$ cat src/hw/rtl/sha1_message_digest_macros.svh
// Assertion macros for the SHA-1 digest block.
// Included by the top level; needs nothing else.
`ifndef SHA1_MESSAGE_DIGEST_MACROS_SVH
`define SHA1_MESSAGE_DIGEST_MACROS_SVH

// Same-cycle implication, disabled while in reset
`define SHA1_ASSERT_NOW(label, clk, rst, ante, cons, msg) \
  label: assert property (@(posedge clk) disable iff (rst) (ante) |-> (cons)) \
    else $error(msg);

// Next-cycle implication, disabled while in reset
`define SHA1_ASSERT_NEXT(label, clk, rst, ante, cons, msg) \
  label: assert property (@(posedge clk) disable iff (rst) (ante) |=> (cons)) \
    else $error(msg);

`endif

$ cat src/hw/rtl/sha1_pkg.sv
// Shared types, constants and round functions for the SHA-1 digest block.
// No dependencies; imported by the top level.
`default_nettype none

package sha1_pkg;

  typedef logic [31:0] word_t;

  // Controller states
  typedef enum logic [2:0] {
    ST_IDLE,
    ST_ROUND,
    ST_FOLD,
    ST_PAD,
    ST_OUT
  } state_t;

  localparam int unsigned LEN_CNT_W_DEF = 61;
  localparam int unsigned NUM_ROUNDS    = 80;
  localparam int unsigned NUM_WORDS     = 5;
  localparam logic [5:0]  LEN_START     = 6'd56;
  localparam logic [5:0]  LAST_POS      = 6'd63;
  localparam logic [7:0]  PAD_MARK      = 8'h80;

  // Initial chaining value, h0 first
  localparam logic [0:4][31:0] IV = {
    32'h67452301, 32'hEFCDAB89, 32'h98BADCFE, 32'h10325476, 32'hC3D2E1F0
  };

  localparam word_t K0 = 32'h5A827999;
  localparam word_t K1 = 32'h6ED9EBA1;
  localparam word_t K2 = 32'h8F1BBCDC;
  localparam word_t K3 = 32'hCA62C1D6;

  // Boolean function for round rnd
  function automatic word_t round_f(logic [6:0] rnd, word_t b, word_t c, word_t d);
    word_t f;
    if (rnd < 7'd20) begin
      f = (b & c) | (~b & d);
    end else if (rnd < 7'd40) begin
      f = b ^ c ^ d;
    end else if (rnd < 7'd60) begin
      f = (b & c) | (b & d) | (c & d);
    end else begin
      f = b ^ c ^ d;
    end
    return f;
  endfunction

  // Additive constant for round rnd
  function automatic word_t round_k(logic [6:0] rnd);
    word_t k;
    if (rnd < 7'd20) begin
      k = K0;
    end else if (rnd < 7'd40) begin
      k = K1;
    end else if (rnd < 7'd60) begin
      k = K2;
    end else begin
      k = K3;
    end
    return k;
  endfunction

endpackage

`default_nettype wire

$ cat src/hw/rtl/sha1_if.sv
// Valid/ready channel interfaces for the SHA-1 digest block.
// Message byte channel in, digest word channel out; no dependencies.
`default_nettype none

interface sha1_in_if;
  logic       valid;
  logic       ready;
  logic [7:0] msg_byte;
  logic       has_byte;
  logic       end_of_message;

  modport source (output valid, msg_byte, has_byte, end_of_message, input ready);
  modport sink   (input valid, msg_byte, has_byte, end_of_message, output ready);
endinterface

interface sha1_out_if;
  logic        valid;
  logic        ready;
  logic [31:0] digest_word;
  logic [2:0]  word_index;
  logic        last_word;

  modport source (output valid, digest_word, word_index, last_word, input ready);
  modport sink   (input valid, digest_word, word_index, last_word, output ready);
endinterface

`default_nettype wire

$ cat src/hw/rtl/sha1_message_digest.sv
// SHA-1 message digest over a byte stream.
// Uses sha1_pkg, the channel interfaces in sha1_if.sv and the assertion macros.
//
// Usage:
//   msg carries one transaction per message byte (has_byte) and/or an end mark
//   (end_of_message). A transaction with neither is taken and ignored.
//   digest returns five transactions per message, h0 first, word_index 0..4,
//   last_word set on h4.
// Timing:
//   A byte is taken whenever msg ready is high. The 64th byte of a block starts a
//   compression on the single round unit: the rounds, then a fold into the
//   chaining value, with msg ready low. At end of message the pad bytes, zeros
//   and length are shifted in one per cycle, followed by one or two compressions;
//   the five digest words follow, one per cycle when the receiver is ready.
// Reset:
//   rst (synchronous) restores the initial chaining value and clears the byte
//   count and controller. After h4 is taken the block returns to that state.
// Stalls:
//   A stalled digest word holds; msg stays not ready until all five are taken.
`default_nettype none

`include "sha1_message_digest_macros.svh"

module sha1_message_digest
  import sha1_pkg::*;
#(
  parameter int unsigned LENGTH_COUNTER_WIDTH = LEN_CNT_W_DEF
) (
  input  logic             clk,
  input  logic             rst,
  sha1_in_if.sink          msg,
  sha1_out_if.source       digest
);

  state_t state, state_next;

  word_t                           chain [NUM_WORDS];
  word_t                           va, vb, vc, vd, ve;
  logic [15:0][31:0]               win;
  logic [LENGTH_COUNTER_WIDTH-1:0] count;
  logic [5:0]                      ptr;
  logic [6:0]                      rnd;
  logic [2:0]                      idx;
  logic                            end_pend;
  logic                            padding;
  logic                            pad_first;
  logic                            pad_final;

  logic        accept;
  logic        out_done;
  logic        blk_full;
  logic        start_cmp;
  logic        shift_en;
  logic [7:0]  shift_byte;
  logic [63:0] len_bits;
  logic [7:0]  len_byte;
  word_t       w_new;
  word_t       t_sum;

  // Handshake
  assign accept   = msg.valid && msg.ready;
  assign out_done = digest.valid && digest.ready;
  assign blk_full = (ptr == LAST_POS);

  // Bit length, big-endian, byte selected by position within the last 8
  assign len_bits = 64'({count, 3'b000});
  assign len_byte = len_bits[{3'd7 - ptr[2:0], 3'b000} +: 8];

  // Byte entering the window
  always_comb begin
    shift_en   = 1'b0;
    shift_byte = msg.msg_byte;
    if (state == ST_IDLE) begin
      shift_en = accept && msg.has_byte;
    end else if (state == ST_PAD) begin
      shift_en = 1'b1;
      if (pad_first) begin
        shift_byte = PAD_MARK;
      end else if (pad_final && (ptr >= LEN_START)) begin
        shift_byte = len_byte;
      end else begin
        shift_byte = 8'h00;
      end
    end
  end

  // Next state and channel outputs
  always_comb begin
    state_next = state;
    case (state)
      ST_IDLE: begin
        if (accept) begin
          if (msg.has_byte && blk_full) begin
            state_next = ST_ROUND;
          end else if (msg.end_of_message) begin
            state_next = ST_PAD;
          end
        end
      end
      ST_ROUND: begin
        if (rnd == 7'(NUM_ROUNDS - 1)) begin
          state_next = ST_FOLD;
        end
      end
      ST_FOLD: begin
        if (padding) begin
          state_next = pad_final ? ST_OUT : ST_PAD;
        end else begin
          state_next = end_pend ? ST_PAD : ST_IDLE;
        end
      end
      ST_PAD: begin
        if (blk_full) begin
          state_next = ST_ROUND;
        end
      end
      ST_OUT: begin
        if (out_done && (idx == 3'(NUM_WORDS - 1))) begin
          state_next = ST_IDLE;
        end
      end
      default: state_next = ST_IDLE;
    endcase
  end

  assign start_cmp          = (state_next == ST_ROUND) && (state != ST_ROUND);
  assign msg.ready          = (state == ST_IDLE);
  assign digest.valid       = (state == ST_OUT);
  assign digest.digest_word = chain[idx];
  assign digest.word_index  = idx;
  assign digest.last_word   = (idx == 3'(NUM_WORDS - 1));

  // Round unit: schedule word and new a
  assign w_new = {win[13][30:0] ^ win[8][30:0] ^ win[2][30:0] ^ win[0][30:0],
                  win[13][31] ^ win[8][31] ^ win[2][31] ^ win[0][31]};
  assign t_sum = {va[26:0], va[31:27]} + round_f(rnd, vb, vc, vd) + ve
                 + round_k(rnd) + win[0];

  // State register
  always_ff @(posedge clk) begin
    if (rst) begin
      state <= ST_IDLE;
    end else begin
      state <= state_next;
    end
  end

  // Control counters, flags and chaining value
  always_ff @(posedge clk) begin
    if (rst) begin
      count     <= '0;
      ptr       <= '0;
      rnd       <= '0;
      idx       <= '0;
      end_pend  <= 1'b0;
      padding   <= 1'b0;
      pad_first <= 1'b0;
      pad_final <= 1'b0;
      for (int i = 0; i < NUM_WORDS; i++) begin
        chain[i] <= IV[i];
      end
    end else begin
      if (shift_en) begin
        ptr <= ptr + 6'd1;
      end
      if (start_cmp) begin
        rnd <= '0;
      end else if (state == ST_ROUND) begin
        rnd <= rnd + 7'd1;
      end
      case (state)
        ST_IDLE: begin
          if (accept) begin
            end_pend <= msg.end_of_message;
            if (msg.has_byte) begin
              count <= count + 1'b1;
            end
            if (!(msg.has_byte && blk_full) && msg.end_of_message) begin
              padding   <= 1'b1;
              pad_first <= 1'b1;
            end
          end
        end
        ST_FOLD: begin
          chain[0] <= chain[0] + va;
          chain[1] <= chain[1] + vb;
          chain[2] <= chain[2] + vc;
          chain[3] <= chain[3] + vd;
          chain[4] <= chain[4] + ve;
          if (!padding && end_pend) begin
            padding   <= 1'b1;
            pad_first <= 1'b1;
          end
          if (padding) begin
            pad_final <= 1'b1;
          end
        end
        ST_PAD: begin
          pad_first <= 1'b0;
          if (pad_first) begin
            pad_final <= (ptr < LEN_START);
          end
        end
        ST_OUT: begin
          if (out_done) begin
            if (idx == 3'(NUM_WORDS - 1)) begin
              idx       <= '0;
              count     <= '0;
              ptr       <= '0;
              end_pend  <= 1'b0;
              padding   <= 1'b0;
              pad_final <= 1'b0;
              for (int i = 0; i < NUM_WORDS; i++) begin
                chain[i] <= IV[i];
              end
            end else begin
              idx <= idx + 3'd1;
            end
          end
        end
        default: begin
        end
      endcase
    end
  end

  // Message window: byte shift while filling, word shift while compressing
  always_ff @(posedge clk) begin
    if (shift_en) begin
      for (int i = 0; i < 15; i++) begin
        win[i] <= {win[i][23:0], win[i+1][31:24]};
      end
      win[15] <= {win[15][23:0], shift_byte};
    end else if (state == ST_ROUND) begin
      for (int i = 0; i < 15; i++) begin
        win[i] <= win[i+1];
      end
      win[15] <= w_new;
    end
  end

  // Working variables
  always_ff @(posedge clk) begin
    if (start_cmp) begin
      va <= chain[0];
      vb <= chain[1];
      vc <= chain[2];
      vd <= chain[3];
      ve <= chain[4];
    end else if (state == ST_ROUND) begin
      va <= t_sum;
      vb <= va;
      vc <= {vb[1:0], vb[31:2]};
      vd <= vc;
      ve <= vd;
    end
  end

  // Checks
  `SHA1_ASSERT_NOW(a_round_range, clk, rst, state == ST_ROUND, rnd < 7'(NUM_ROUNDS), "round counter past last round")
  `SHA1_ASSERT_NOW(a_ptr_tracks_count, clk, rst, !padding, ptr == count[5:0], "fill pointer out of step with byte count")
  `SHA1_ASSERT_NOW(a_no_overlap, clk, rst, msg.ready, !digest.valid, "input taken while digest pending")
  `SHA1_ASSERT_NEXT(a_clear_after_digest, clk, rst, out_done && digest.last_word, (count == '0) && (chain[0] == IV[0]), "state not restored after digest")

endmodule

`default_nettype wire
$ cat src/flat_wrapper.sv
// flat-port wrapper written by rule: the top's interface ports become plain ports
module sha1_message_digest_flat import sha1_pkg::*;
#(
  parameter int unsigned LENGTH_COUNTER_WIDTH = LEN_CNT_W_DEF
)
  (clk, rst, msg_valid, msg_msg_byte, msg_has_byte, msg_end_of_message, msg_ready, digest_valid, digest_digest_word, digest_word_index, digest_last_word, digest_ready);
  sha1_in_if msg_i ();
  sha1_out_if digest_i ();
  input  logic clk;
  input  logic rst;
  input wire logic [$bits(msg_i.valid)-1:0] msg_valid;
  input wire logic [$bits(msg_i.msg_byte)-1:0] msg_msg_byte;
  input wire logic [$bits(msg_i.has_byte)-1:0] msg_has_byte;
  input wire logic [$bits(msg_i.end_of_message)-1:0] msg_end_of_message;
  output wire logic [$bits(msg_i.ready)-1:0] msg_ready;
  output wire logic [$bits(digest_i.valid)-1:0] digest_valid;
  output wire logic [$bits(digest_i.digest_word)-1:0] digest_digest_word;
  output wire logic [$bits(digest_i.word_index)-1:0] digest_word_index;
  output wire logic [$bits(digest_i.last_word)-1:0] digest_last_word;
  input wire logic [$bits(digest_i.ready)-1:0] digest_ready;
  assign msg_i.valid = msg_valid;
  assign msg_i.msg_byte = msg_msg_byte;
  assign msg_i.has_byte = msg_has_byte;
  assign msg_i.end_of_message = msg_end_of_message;
  assign msg_ready = msg_i.ready;
  assign digest_valid = digest_i.valid;
  assign digest_digest_word = digest_i.digest_word;
  assign digest_word_index = digest_i.word_index;
  assign digest_last_word = digest_i.last_word;
  assign digest_i.ready = digest_ready;
  sha1_message_digest #(.LENGTH_COUNTER_WIDTH(LENGTH_COUNTER_WIDTH)) u_core (.clk(clk), .rst(rst), .msg(msg_i), .digest(digest_i));
endmodule
$ cat config.mk
export PLATFORM = sky130hd
export DESIGN_NAME = sha1_message_digest_flat
export DESIGN_NICKNAME = d
export VERILOG_FILES = /design/src/hw/rtl/sha1_pkg.sv /design/src/hw/rtl/sha1_if.sv /design/src/hw/rtl/sha1_message_digest.sv /design/src/flat_wrapper.sv
export VERILOG_INCLUDE_DIRS = /design/src /design/src/hw/rtl
export SDC_FILE = /design/constraint.sdc
export NUM_CORES = 2
export LEC_CHECK = 0
export BUFFER_PORTS_ARGS = -buffer_cell sky130_fd_sc_hd__buf_4
export CAP_MARGIN = 15
export CORE_MARGIN = 3
export CORE_UTILIZATION = 61
export CTS_CLUSTER_DIAMETER = 80
export CTS_CLUSTER_SIZE = 40
export DETAILED_ROUTE_END_ITERATION = 8
export PLACE_DENSITY = 0.77
export SLEW_MARGIN = 20
export SYNTH_ARGS = -nofsm -noshare
export SYNTH_HDL_FRONTEND = slang
export SYNTH_SLANG_ARGS = --single-unit
$ cat constraint.sdc
create_clock -name clk -period 59.5 [get_ports clk]
set_input_delay 2.975 -clock clk [delete_from_list [all_inputs] [get_ports clk]]
set_output_delay 2.975 -clock clk [all_outputs]
set_load 0.02 [all_outputs]
## Yosys cells after proc, flatten, opt, wreduce, memory -nomap -nowiden

Memory sizes are Yosys's and may differ from the RTL's. A register that Yosys moved wholly into a read port is not among the register bits.
Index checks and enable logic that the tools add are counted.

| storage, ports and cells | value |
|---|---|
| logic and storage cells | 197 |
| bits of input ports | 14 |
| bits in registers | 756 |
| bits in writable memories | 160 |
| memories | 1 |

| operators by class | value |
|---|---|
| bitwise operators | 26 |
| eq/ne operators | 17 |
| add/subtract/negate cells | 14 |
| magnitude comparators | 5 |
| shifts and indexed selects | 1 |
| multiplexer cells | 78 |
| reduce and logical (&&, ||, !) cells | 25 |

Memories:

| name | words | bits a word | read ports | clocked after Yosys merged registers in | write ports | line | RTL |
|---|---|---|---|---|---|---|---|
| u_core.chain | 5 | 32 | 6 | 1 | 5 | sha1_message_digest.sv:37 | `word_t chain [NUM_WORDS];` |

Operators by type and width:

| operator | number |
|---|---|
| two-way mux 512 bit | 2 |
| two-way mux 32 bit | 25 |
| adder 32 bit | 9 |
| two-way mux 61 bit | 4 |
| AND 32 bit | 4 |
| one-hot mux 61 bit (2 select lines) | 1 |
| bitwise OR 32 bit | 3 |
| bitwise XOR 31 bit | 3 |
| variable part select 64 x 7 -> 8 bit | 1 |
| bitwise XOR 32 bit | 2 |
| adder 61 x 1 -> 61 bit, second input constant | 1 |
| two-way mux 3 bit | 11 |
| two-way mux 8 bit | 4 |
| NOT 32 bit | 1 |
| two-way mux 31 bit | 1 |
| two-way mux 6 bit | 4 |
| two-way mux 1 bit | 20 |
| one-hot mux 3 bit (5 select lines) | 1 |
| less-than comparator 7 x 6 -> 1 bit, second input constant | 2 |
| inequality test 2 bit, second input constant | 5 |
| bitwise OR 1 bit | 10 |
| AND reduction 5 bit | 2 |
| logical AND 1 bit | 9 |
| one-hot mux 1 bit (3 select lines) | 3 |
| 25 further kinds | 38 |

## Depth between registers and ports, before layout

| depth | value |
|---|---|
| word-level depth | 12 |
| mapped depth | 27 |

## Least setup slack after synthesis

No wires, ideal clock.

| timing path | value |
|---|---|
| path type | input-to-reg |
| start point | in msg_has_byte |
| end point | reg u_core.win[0] (netlist bit), enable pin |
| data required time | 57.941 ns |
| arrival time | 27.602 ns |
| setup slack | 30.339 ns |
| cell stages on the path | 2 |
| buffers on the path | 0 |
| setup time | 1.559 ns |
| cell sequence | nand3_1 -> a21oi_1 |

| between the ends | value |
|---|---|
| longest elaborated chain between the ends | 3 |

Ends and longest elaborated chain:

| element | line | RTL |
|---|---|---|
| start: declaration | flat_wrapper.sv:13 | `input wire logic [$bits(msg_i.has_byte)-1:0] msg_has_byte;` |
| logical AND 1 bit | sha1_message_digest.sv:74 | `shift_en = accept && msg.has_byte;` |
| two-way mux 1 bit | sha1_message_digest.sv:73 | `if (state == ST_IDLE) begin` |
| nonzero test 2 bit (no source line) | - |  |
| end signal: indexed assignment | sha1_message_digest.sv:231 | `win[i] <= {win[i][23:0], win[i+1][31:24]};` |
| end signal: indexed assignment | sha1_message_digest.sv:236 | `win[i] <= win[i+1];` |
| end: declaration | sha1_message_digest.sv:39 | `logic [15:0][31:0] win;` |

No other way between the ends.
A chain may end at the register's enable or synchronous reset.

## Final worst setup path

| timing path | value |
|---|---|
| start point | reg u_core.rnd[4] |
| end point | reg u_core.va[28] (data pin) |

| between the ends | value |
|---|---|
| longest elaborated chain between the ends | 10 |
| elaborated cells on any way between the ends | 20 |
| classes of those cells | 4 x add/sub; 3 x order compare; 2 x eq/ne; 10 x mux; 1 x reduce/logical |

Ends and longest elaborated chain:

| element | line | RTL |
|---|---|---|
| start: declaration | sha1_message_digest.sv:42 | `logic [6:0] rnd;` |
| start signal: assignment | sha1_message_digest.sv:169 | `rnd <= rnd + 7'd1;` |
| less-than comparator 7 x 6 -> 1 bit | sha1_pkg.sv:42, sha1_pkg.sv:57 |  |
| two-way mux 32 bit | sha1_pkg.sv:42 | `end else if (rnd < 7'd60) begin` |
| two-way mux 32 bit | sha1_pkg.sv:40 | `end else if (rnd < 7'd40) begin` |
| two-way mux 32 bit | sha1_pkg.sv:38 | `if (rnd < 7'd20) begin` |
| adder 32 bit (2 in a row) | sha1_message_digest.sv:136 | `assign t_sum = {va[26:0], va[31:27]} + round_f(rnd, vb, vc, vd) + ve` |
| adder 32 bit (2 in a row) | sha1_message_digest.sv:137 | `+ round_k(rnd) + win[0];` |
| two-way mux 32 bit | sha1_message_digest.sv:250 | `end else if (state == ST_ROUND) begin` |
| two-way mux 32 bit (*) | sha1_message_digest.sv:244 | `if (start_cmp) begin` |
| end signal: assignment | sha1_message_digest.sv:245 | `va <= chain[0];` |
| end signal: assignment | sha1_message_digest.sv:251 | `va <= t_sum;` |
| end: declaration | sha1_message_digest.sv:38 | `word_t va, vb, vc, vd, ve;` |

Mark *: on every way between the ends. The rest lies on a longest branch, timed or not. The select of a mux whose other input is x is not followed.

==> impl_metrics.csv <==
group,metric,value,unit
power_and_ir_drop,power_density,48.7,nW/um^2
timing,drv_slew,0,
global_route,track_usage,27.0,%
clocking,h-tree-depth,2,
final_layout,nNetsFinal,4705,
clocking,clock_latency,0.65,ns
synth,synth_top_area_share,47.4,%
timing,worstMarginPinSlew,1.14,ns
setup_path,end_kind,"flip-flop",
timing,setup_viol,0,
synth,synthArstFlopShare,0,%
synth,synth.distinct_cells,94,
min_path,hold_path_class,"flip-flop to flip-flop",
global_route,grt_pass1_vias,33000,
run,drv_cap,0,
setup_path,path_class,"flip-flop to flip-flop",
floorplan,die_w,300,um
detailed_routing,drtAntennaViolNets,0,
placed_design,hpwl,87200,um
clocking,cts-root-buf,"clkbuf_16",
global_route,grt_remaining_overflow,0,
floorplan,initial_core_util,61.7,%
timing,slew_headroom,24.2,%
clocking,cts_buffer_depth,3,
timing,fin_ws,52.30,ns
final_layout,syn_to_final_growth,5.88,%
placed_design,dp_slack,51.90,ns
floorplan,dieArea,89900,um^2
final_layout,diodes,0,
timing,fin_crit_sh,12.1,%
synth,yosysSeqAreaShare,50.7,%
power_and_ir_drop,vdd_drop_max,0.0536,mV
detailed_routing,first_pass_iters,7,
power_and_ir_drop,p_leak,20.3,nW
floorplan,fp-row-count,107,
clocking,cts_made_buffers,43,
timing,hold_viol_final,0,
global_route,antenna_found_initial,3,
synth,synth_common_cells,"832 x edfxtp_1, 579 x nand2_1, 512 x mux2_2, 274 x nor2_1, 226 x ha_1",
detailed_routing,routedWlPerCell,22.1,um
timing,fin_skew,0.0364,ns
clocking,cts_setup_buffers,0,
final_layout,drive_gt1_share,17.5,%
floorplan,boundaryPins,52,
timing,fmax,139,MHz
synth,synth_seq_cells,919,
synth,avgSynthCellArea,12.1,um^2
clocking,holdBufCountCts,0,
synth,synth_flop_cell,"edfxtp_1",
setup_path,cp-start-kind,"flip-flop",
synth,syn_area,52700,um^2
placed_design,place_congestion,0.969,
detailed_routing,first_iter_violations,3101,
synth,yosysTopAreaCell,"edfxtp_1",
synth,synth.most_common_cell,"edfxtp_1",
detailed_routing,vias_per_cell,6.17,
synth,yosysWarnings,0,
synth,synth_edf_count,832,
synth,ys_top_cells_by_area,"edfxtp_1 47%, mux2_2 11%, ha_1 5.4%, fa_1 4.7%, nand2_1 4.1%",
placed_design,port_buffers,51,
clocking,cts.sinks,919,
floorplan,die_h,300,um
synth,syn_inst,4370,
timing,setup_tns,0,ns
clocking,cts_tree,"done",
setup_path,cp.arrival,7.59,ns
timing,fin_crit,7.20,ns
detailed_routing,vias,34000,
floorplan,core-area,85400,um^2
setup_path,path_max_fanout,35,
detailed_routing,drt_wl_total,122000,um
setup_path,worst-endpoint-required,59.89,ns
global_route,grt_pass1_wl,191000,um
clocking,cts.clk_slew.worst_paths,0.12,ns
synth,synth_nets,4734,
run_status,outcome,"completed",
detailed_routing,drc,0,
global_route,grt_max_degree,211,
clocking,cts_resized,0,
timing,grt_setup_unrepaired,"no",
cell type report:
type	instances	area (um^2)
fill	6573	29600
multi-input combinational	3079	24600
clock buffer	46	1110
sequential	919	26700
timing repair buffer	86	671
clock inverter	33	493
tap	1144	1430
inverter	212	796
layer usage:
metal	track usage [%]	wire (um)	part of all wire, %	vias up
li1	-	-	-	15800
met1	38.6	52600	43	16900
met2	43.6	57700	47	1121
met3	2.91	7550	6.2	216
met4	8.95	4230	3.5	2
met5	0	11	0.0090	-
registers in the layout (all words and copies together) (netlist names), named ones only:
name	cells
u_core.pad_final	1
u_core.end_pend	1
u_core.vc	32
u_core.pad_first	1
u_core.win	512
u_core.vd	32
u_core.count	61
u_core.va	32
u_core.padding	1
u_core.chain	160
u_core.ptr	6
u_core.digest.word_index	3
u_core.rnd	7
u_core.ve	32
u_core.state	3
u_core.vb	32
worst paths after layout:
path | from | end | slack [ns] | depth (start not counted)
worst max-delay path | u_core.rnd[4] | u_core.va[28] | 52.30 | 23
worst min-delay path | u_core.rnd[1] | u_core.rnd[1] | 0.50 | 2
worst max register to register | u_core.rnd[4] | u_core.va[28] | 52.30 | 23
worst min register to register | u_core.rnd[1] | u_core.rnd[1] | 0.50 | 2
worst max-delay path: stages, from the launching register on:
cell and delay [ns]:
dfxtp_1 0.40, a41oi_1 0.68, inv_1 0.40, nor2_1 0.30
inv_2 0.06, nand2_1 0.06, buf_4 0.49, nor2_1 0.08
nor2_1 0.27, fa_1 0.51, fa_1 0.59, inv_1 0.07
fa_1 0.52, inv_1 0.04, ha_1 0.36, nand2_1 0.11
a21oi_1 0.14, nor4_1 0.09, o41ai_2 0.56, a41oi_1 0.27
o21ai_1 0.32, o21ai_1 0.12, and4b_1 0.20, a2111o_1 0.27
placed cells by master, fill, tap and decap left out, drive strengths merged, types with 48 or more instances in the layout:
cell,instances
inv,225
nand3,49
edfxtp,832
nor3,51
mux2,513
nor2b,48
xor2,118
nor2,278
buf,86
ha,226
dfxtp,87
a21oi,157
o21ai,199
nand2,579
fa,124
a21o,76
xnor2,196
through the flow:
stage / util, % / instances / instance area, um^2 / hold WS [ns] / total power [mW]
2_1_floorplan: - / 4370 / 52700 / 0.454 / 2.03
3_3_place_gp: 63.4 / 5439 / 54200 / 0.467 / 2.27
3_5_place_dp: 63.4 / 5439 / 54200 / 0.485 / 2.31
4_1_cts: 65.3 / 5518 / 55800 / 0.502 / 2.70
5_1_grt: 65.3 / 5519 / 55800 / 0.534 / 2.90
6_report: 65.3 / 5519 / 55800 / 0.497 / 2.71
cell families after synthesis:
| group | after synthesis | synth area share, % |
|---|---|---|
| flops | 919 | 50.7 |
| mux | 578 | 13.3 |
| xor+xnor | 314 | 5.22 |
| buf+inv | 372 | 2.80 |
| compound gates | 650 | 7.88 |
| simple gates | 1187 | 10.0 |
| fa+ha+maj | 350 | 10.1 |
report_power, final:
part	switching [mW]	internal [mW]
clock	0.231	0.163
combinational	0.754	0.572
sequential	0.104	0.890
(Power assumes the default switching activity.)
